**config.mk**
```make
export PLATFORM = sky130hd
export DESIGN_NAME = decimal_seven_segment_display_encoder_core
export DESIGN_NICKNAME = d
export VERILOG_FILES = /design/src/hdl/dsse_pkg.sv /design/src/hdl/decimal_seven_segment_display_encoder_core.sv
export VERILOG_INCLUDE_DIRS = /design/src /design/src/hdl
export SDC_FILE = /design/constraint.sdc
export NUM_CORES = 1
export LEC_CHECK = 0
export BUFFER_PORTS_ARGS = -buffer_cell sky130_fd_sc_hd__buf_2
export CORE_MARGIN = 1
export CORE_UTILIZATION = 55
export CTS_CLUSTER_SIZE = 8
export DETAILED_ROUTE_END_ITERATION = 10
export PLACE_DENSITY_LB_ADDON = 0.15
export RECOVER_POWER = 50
export SETUP_SLACK_MARGIN = 0.02
export SYNTH_ARGS = -nofsm -noshare
export SYNTH_HDL_FRONTEND = slang
export SYNTH_SLANG_ARGS = --single-unit
```
**constraint.sdc**
```tcl
create_clock -name clk -period 16.7 [get_ports clk]
set_input_delay 2.505 -clock clk [delete_from_list [all_inputs] [get_ports clk]]
set_output_delay 2.505 -clock clk [all_outputs]
set_load 0.02 [all_outputs]
```
**src/hdl/decimal_seven_segment_display_encoder_core_assert.svh**
```systemverilog
// assertion macros for the seven-segment encoder core
// expects clk and rst_n in the scope of each use
`ifndef DECIMAL_SEVEN_SEGMENT_DISPLAY_ENCODER_CORE_ASSERT_SVH
`define DECIMAL_SEVEN_SEGMENT_DISPLAY_ENCODER_CORE_ASSERT_SVH

// same-cycle implication
`define DSSE_ASSERT_NOW(lbl, ante, cons, msg) \
  lbl: assert property (@(posedge clk) disable iff (!rst_n) (ante) |-> (cons)) \
    else $error(msg);

// next-cycle implication
`define DSSE_ASSERT_NEXT(lbl, ante, cons, msg) \
  lbl: assert property (@(posedge clk) disable iff (!rst_n) (ante) |=> (cons)) \
    else $error(msg);

`endif

```
**src/hdl/dsse_pkg.sv**
```systemverilog
// shared types, constants and the segment table of the seven-segment encoder
// no dependencies
package dsse_pkg;

  localparam int DIGIT_COUNT = 8;
  localparam int MAX_POSITIONS = 8;
  localparam int POSITIONS = (DIGIT_COUNT < 1) ? 1 :
                             ((DIGIT_COUNT > MAX_POSITIONS) ? MAX_POSITIONS : DIGIT_COUNT);

  localparam int VALUE_W = 32;
  localparam int REM_W = VALUE_W - 1;
  localparam int POS_W = 3;
  localparam int SEG_W = 8;
  localparam int QUOT_W = 28;
  localparam int PROD_W = REM_W + 32;
  localparam int RECIP_SHIFT = 35;
  localparam logic [31:0] RECIP_10 = 32'hCCCC_CCCD;
  localparam logic [SEG_W-1:0] BLANK_PATTERN = '0;
  localparam logic [POS_W-1:0] LAST_POS = POS_W'(POSITIONS - 1);

  typedef enum logic [1:0] {
    S_IDLE,
    S_MUL,
    S_EMIT
  } state_t;

  function automatic logic [SEG_W-1:0] seg_pattern(input logic [3:0] digit);
    logic [SEG_W-1:0] pat;
    case (digit)
      4'd0: pat = 8'd252;
      4'd1: pat = 8'd96;
      4'd2: pat = 8'd218;
      4'd3: pat = 8'd242;
      4'd4: pat = 8'd102;
      4'd5: pat = 8'd182;
      4'd6: pat = 8'd190;
      4'd7: pat = 8'd224;
      4'd8: pat = 8'd254;
      4'd9: pat = 8'd246;
      default: pat = BLANK_PATTERN;
    endcase
    return pat;
  endfunction

endpackage

```
**src/hdl/decimal_seven_segment_display_encoder_core.sv**
```systemverilog
// seven-segment encoder core: one signed value in, one segment byte per position out
// depends on dsse_pkg and decimal_seven_segment_display_encoder_core_assert.svh
//
// usage:
//   raise start with in_value while busy is low; the beat is taken at that edge
//   and busy goes high on the next cycle.
//   the core then emits one result per display position, position 0 first,
//   each on out_digit_position / out_segments / out_last for one cycle with
//   out_strobe high; out_last marks the final position.
//   a non-positive value gives all-blank positions; digits beyond the
//   available positions are dropped.
// timing:
//   each digit goes through one shared reciprocal multiplier, first in S_MUL
//   (multiply by 1/10), then in S_EMIT (form the remainder and emit); results
//   are registered. busy stays high while a value is in work and drops with
//   the last result, so a new value may start in that cycle.
// reset: rst_n low returns the sequencer to idle and drops out_strobe.
// the receiver cannot stall: results must be taken when out_strobe is high.
module decimal_seven_segment_display_encoder_core (
  input  logic                        clk,
  input  logic                        rst_n,
  input  logic                        start,
  output logic                        busy,
  input  logic signed [dsse_pkg::VALUE_W-1:0] in_value,
  output logic                        out_strobe,
  output logic [dsse_pkg::POS_W-1:0]  out_digit_position,
  output logic [dsse_pkg::SEG_W-1:0]  out_segments,
  output logic                        out_last
);

  dsse_pkg::state_t state_r, state_nxt;
  logic [dsse_pkg::REM_W-1:0]  rem_r, rem_nxt;
  logic [dsse_pkg::QUOT_W-1:0] quot_r, quot_nxt;
  logic [dsse_pkg::POS_W-1:0]  pos_r, pos_nxt;

  logic                        strobe_r, strobe_nxt;
  logic [dsse_pkg::POS_W-1:0]  opos_r, opos_nxt;
  logic [dsse_pkg::SEG_W-1:0]  seg_r, seg_nxt;
  logic                        last_r, last_nxt;

  logic                        accept;
  logic [dsse_pkg::PROD_W-1:0] prod;
  logic [dsse_pkg::REM_W-1:0]  quot_x10;
  logic [dsse_pkg::REM_W-1:0]  diff;

  assign busy   = (state_r != dsse_pkg::S_IDLE);
  assign accept = start && !busy;

  // shared unit: quotient by 10 through the reciprocal, exact for 31-bit operands
  assign prod = dsse_pkg::PROD_W'(rem_r) * dsse_pkg::PROD_W'(dsse_pkg::RECIP_10);
  assign quot_x10 = (dsse_pkg::REM_W'(quot_r) << 3) + (dsse_pkg::REM_W'(quot_r) << 1);
  assign diff = rem_r - quot_x10;

  always_ff @(posedge clk) begin
    if (!rst_n) begin
      state_r  <= dsse_pkg::S_IDLE;
      pos_r    <= '0;
      strobe_r <= 1'b0;
    end else begin
      state_r  <= state_nxt;
      pos_r    <= pos_nxt;
      strobe_r <= strobe_nxt;
    end
  end

  always_ff @(posedge clk) begin
    rem_r  <= rem_nxt;
    quot_r <= quot_nxt;
    opos_r <= opos_nxt;
    seg_r  <= seg_nxt;
    last_r <= last_nxt;
  end

  always_comb begin
    state_nxt  = state_r;
    rem_nxt    = rem_r;
    quot_nxt   = quot_r;
    pos_nxt    = pos_r;
    strobe_nxt = 1'b0;
    opos_nxt   = opos_r;
    seg_nxt    = seg_r;
    last_nxt   = last_r;
    case (state_r)
      dsse_pkg::S_IDLE: begin
        if (accept) begin
          // negative values show nothing, same as zero
          rem_nxt   = in_value[dsse_pkg::VALUE_W-1] ? '0 : in_value[dsse_pkg::REM_W-1:0];
          pos_nxt   = '0;
          state_nxt = dsse_pkg::S_MUL;
        end
      end
      dsse_pkg::S_MUL: begin
        quot_nxt  = prod[dsse_pkg::RECIP_SHIFT +: dsse_pkg::QUOT_W];
        state_nxt = dsse_pkg::S_EMIT;
      end
      dsse_pkg::S_EMIT: begin
        strobe_nxt = 1'b1;
        opos_nxt   = pos_r;
        seg_nxt    = (rem_r != '0) ? dsse_pkg::seg_pattern(diff[3:0])
                                   : dsse_pkg::BLANK_PATTERN;
        last_nxt   = (pos_r == dsse_pkg::LAST_POS);
        rem_nxt    = dsse_pkg::REM_W'(quot_r);
        if (pos_r == dsse_pkg::LAST_POS) begin
          state_nxt = dsse_pkg::S_IDLE;
        end else begin
          pos_nxt   = pos_r + 1'b1;
          state_nxt = dsse_pkg::S_MUL;
        end
      end
      default: begin
        state_nxt = dsse_pkg::S_IDLE;
      end
    endcase
  end

  assign out_strobe         = strobe_r;
  assign out_digit_position = opos_r;
  assign out_segments       = seg_r;
  assign out_last           = last_r;

`include "decimal_seven_segment_display_encoder_core_assert.svh"

  `DSSE_ASSERT_NEXT(a_accept_starts, accept, (state_r == dsse_pkg::S_MUL) && (pos_r == '0), "accepted beat did not start at position zero")
  `DSSE_ASSERT_NEXT(a_emit_strobes, state_r == dsse_pkg::S_EMIT, out_strobe, "emit cycle gave no result")
  `DSSE_ASSERT_NOW(a_mid_busy, out_strobe && !out_last, busy, "sequencer idle before last position")
  `DSSE_ASSERT_NOW(a_last_pos, out_strobe && out_last, out_digit_position == dsse_pkg::LAST_POS, "last flag on wrong position")

endmodule

```
# Word-level counts from Yosys, hierarchy flattened
# Memories as Yosys holds them, arrays and structs flattened. A register that Yosys moved wholly into a read port is not among the register bits.
# Index checks and enable logic that the tools add are counted.
dict set report totals {
  word_cells 37
  memories 1
  out_inout_bits 14
  rom_bits 112
  reg_bits 77
  in_bits 35
}
# memory words word_bits read_ports rd_ports_with_merged_regs write_ports line_no
set memory_table {}
lappend memory_table {{(name not given)} 16 7 1 1 0 dsse_pkg.sv:29} ;# case (digit)
dict set report op_classes {
  n_addsub 3
  multipliers 1
  reduce_logical 9
  muxes 10
  eq_ne 5
}
# op count
set ops {}
lappend ops {{$mul 31x32->63 const B} 1}
lappend ops {{$mux 31} 2}
lappend ops {{$pmux 31 s2} 1}
lappend ops {{$reduce_bool 31->1} 1}
lappend ops {{$mux 3} 2}
lappend ops {{$pmux 2 s3} 1}
lappend ops {{$pmux 3 s2} 1}
lappend ops {{$add 4x4->4} 1}
lappend ops {{$ne 2x2->1 const B} 2}
lappend ops {{$reduce_bool 2->1} 2}
lappend ops {{$sub 4x4->4} 1}
lappend ops {{$add 3x1->3 const B} 1}
lappend ops {{$eq 3x3->1 const B} 1}
lappend ops {{$reduce_and 3->1} 1}
lappend ops {{$eq 2x1->1 const B} 1}
lappend ops {{$eq 2x2->1 const B} 1}
lappend ops {{$logic_not 1->1} 2}
lappend ops {{$logic_not 2->1} 1}
lappend ops {{$mux 1} 2}
lappend ops {{$mux 2} 1}
lappend ops {{$reduce_and 2->1} 1}
lappend ops {{$logic_and 1x1->1} 1}

# Longest topological paths before layout
dict set report logic_depth {
  depth_word 5
  depth_mapped 28
  depth_no_buf 27
}

# Worst setup path after synthesis
# Ideal clock, no wire load.
dict set report synth_path {
  path_kind {register to register}
  start {reg rem_r[7] (netlist name)}
  end {reg quot_r[26] (netlist name) (data pin)}
  arrival_ps 6627
  path_buffers 0
  path_stages_with_launch 22
  path_slack_ps 9817
  period_less_slack_ps 6883
  cell_sequence {edfxtp_1 ha_1 fa_1 fa_1 inv_1 fa_1 fa_1 inv_1 fa_1 fa_1 inv_1 fa_1 inv_1 ha_1 a21oi_1 o21ai_0 a32o_1 a211o_1 a211oi_4 o21ai_2 or4b_1 and4_1}
}
dict set report synth_between {
  elab_chain_cells 1
}
# element line_no
set synth_rtl {}
lappend synth_rtl {{start, declared} decimal_seven_segment_display_encoder_core.sv:32} ;# logic [dsse_pkg::REM_W-1:0] rem_r, rem_nxt;
lappend synth_rtl {{start signal, assigned} decimal_seven_segment_display_encoder_core.sv:67} ;# rem_r <= rem_nxt;
lappend synth_rtl {{$mul 31x32->63} decimal_seven_segment_display_encoder_core.sv:50} ;# assign prod = dsse_pkg::PROD_W'(rem_r) * dsse_pkg::PROD_W'(dsse_pkg::RECIP_10);
lappend synth_rtl {{net prod (one bit)} decimal_seven_segment_display_encoder_core.sv:42} ;# logic [dsse_pkg::PROD_W-1:0] prod;
lappend synth_rtl {{end signal, assigned} decimal_seven_segment_display_encoder_core.sv:68} ;# quot_r <= quot_nxt;
lappend synth_rtl {{end, declared} decimal_seven_segment_display_encoder_core.sv:33} ;# logic [dsse_pkg::QUOT_W-1:0] quot_r, quot_nxt;
# The timed path passes the listed nets, and every way through them passes these cells.
# A chain may end at the register's enable or synchronous reset.

# Worst setup path in the final report
dict set report layout_path {
  start {reg rem_r[5] (netlist name)}
  end {reg quot_r[26] (netlist name) (data pin)}
}
# The elaborated chain is that of the path after synthesis.

==> reports/results.ini <==
[run_status]
status=complete, but fails checks
violations=capacitance limit, slew limit

[floorplanning]
io_pins=49
coreArea_mm2=0.0270
placementRows=60
die_h_um=168
initial_core_util_pct=56.4
dieWidth_um=168
dieArea_mm2=0.0284

[sta]
whs_ps=471
final-setup-viol-count=0
hold_viol=0
setup_ws_ps=8720
max_slew.worst_pin.slew_ps=3080
fin_crit_ps=7980
drv_slew=102
fin_setup_tns_ps=0
max_slew_margin_pct=-105
fin_crit_sh_pct=47.8
rsz0062_at_grt=false
finClkSkew_ps=17.6
fmax_mhz=125

[clock_network]
cts_setup_buffers=0
clk_pin_slew_ps=70
clock_latency_ps=360
cts_tree=built
ctsResizeCount=0
clk_root_buffer_cell=clkbuf_16
htree_levels=3
cts_buffer_depth=2
holdBufCountCts=0
numCtsBuffers=9
cts_sinks=76

[global_route]
grt_first_pass_wirelength_um=60200
grt_max_degree=73
overflow=0
track_usage_pct=28.2
grt_pass1_vias=10900
grt_antenna_before_repair=1

[synthesis]
ys_types=61
synth_cells=1493
synth.largest_area_cell=fa_1
seq_area_frac_synth_pct=14.6
async_flop_share_pct=0
yosys_most_used_dff=edfxtp_1
syn_area_mm2=0.0152
synth_top_cell_area_share_pct=30.4
ys.warnings.count=0
synth-seq-cells=76
synth.area.top_cells=fa_1 30%, ha_1 26%, edfxtp_1 14%, inv_1 8.3%, xnor2_1 2.2%
avgSynthCellArea_um2=10.2
synth-edff-count=70
synth_nets=2081

[route]
vias=10300
initialDrtViolationCount=555
drt_wl_total_um=37500
drtPass1Iterations=5
drc=0
viasPerCell=5.46
wl_per_cell_um=20.0
final_antenna_net_count=0

[layout]
final_cell_mix=336 x inv_1, 322 x ha_1, 231 x fa_1, 78 x nand2_1, 70 x edfxtp_1
layout.nets=2118
final_layout_size_suffix_gt1_share_pct=5.34
area_growth_pct=5.83
layout.cells.non_filler=1877
final_common_cell=inv_1

[setup_path]
cp-end-kind=register
cp.required_ps=16810
critPathLaunchType=register
crit_type=reg2reg
crit_arrival_ps=8090
cp_max_fo=6

[worst_hold_path]
hold_path.class=reg2reg

[place]
place_ws_ps=8870
place.port_buffers=47
dp_hpwl_um=33000
gp_congestion=0.960
dp.cells=1860

[flow_run]
drv_cap=2

cells in the mapped netlist, types with 22 or more instances:
cell type / n
a21o_1: 26
nand2b_1: 29
nor2_1: 43
xor2_1: 22
xnor2_1: 38
nand2_1: 78
o21ai_0: 57
inv_1: 336
ha_1: 322
fa_1: 231
edfxtp_1: 70
a21oi_1: 60
flip-flops by register name (all words and copies together), names as in the netlist:
register	count
out_digit_position	3
out_last	1
out_segments	7
out_strobe	1
pos_r	3
quot_r	28
rem_r	31
state_r	2
worst max-delay path, cell delays in order (launching register included):
cell	delay [ps]
edfxtp_1	480
inv_1	100
ha_1	280
inv_1	60
fa_1	480
fa_1	600
inv_1	60
fa_1	640
inv_1	200
fa_1	510
inv_1	50
fa_1	520
inv_1	50
fa_1	390
fa_1	490
ha_1	330
nand2_1	140
a21oi_1	80
a211oi_2	280
o311ai_1	420
and4_1	370
a211oi_4	410
o21ai_2	160
or4b_1	470
and4_1	160
per-stage QoR:
stage	util, %	area, um^2
after detailed placement	58.6	15800
after CTS	59.7	16100
after global routing	59.6	16100
final	59.7	16100
after global placement	58.6	15800
after floorplan	-	15200
routing by layer:
metal	GRT usage, %	part of all wire [%]	vias to the layer above
li1	-	-	4933
met1	41.8	48	4997
met2	41.8	43	288
met3	6.28	7.5	36
met4	6.96	1.8	0
met5	0	0	-
final timing paths:
| check | startpoint | to | slack, ps | cells after the start |
|---|---|---|---|---|
| min | pos_r[1] | out_digit_position[1] | 470 | 0 |
| max | rem_r[5] | quot_r[26] | 8720 | 24 |
| min reg2reg | pos_r[1] | out_digit_position[1] | 470 | 0 |
| max reg2reg | rem_r[5] | quot_r[26] | 8720 | 24 |
logic make-up (layout without fill, tap and decap cells):
logic type      Yosys count  in the layout  synth area share, %
fa+ha+maj               553            553                 56.8
xor+xnor                 60             60                 3.45
simple gates            238            238                 7.69
buf+inv                 359            401                 8.88
compound gates          204            204                 8.44
mux                       2              2                0.131
flops                    76             76                 14.6
other cells               1              2               0.0246
cell type report:
type,instances,area (um^2)
clock buffers,10,250
clock inverters,6,48.8
repair buffers,49,241
multi-input cells,1058,11700
flip-flops and latches,76,2220
inverters,336,1260
well taps,341,427
diodes,1,2.50
fillers,2378,10900
Power is not shown: default switching activity piles up to over one toggle a cycle in this logic, so the estimate is an artifact.
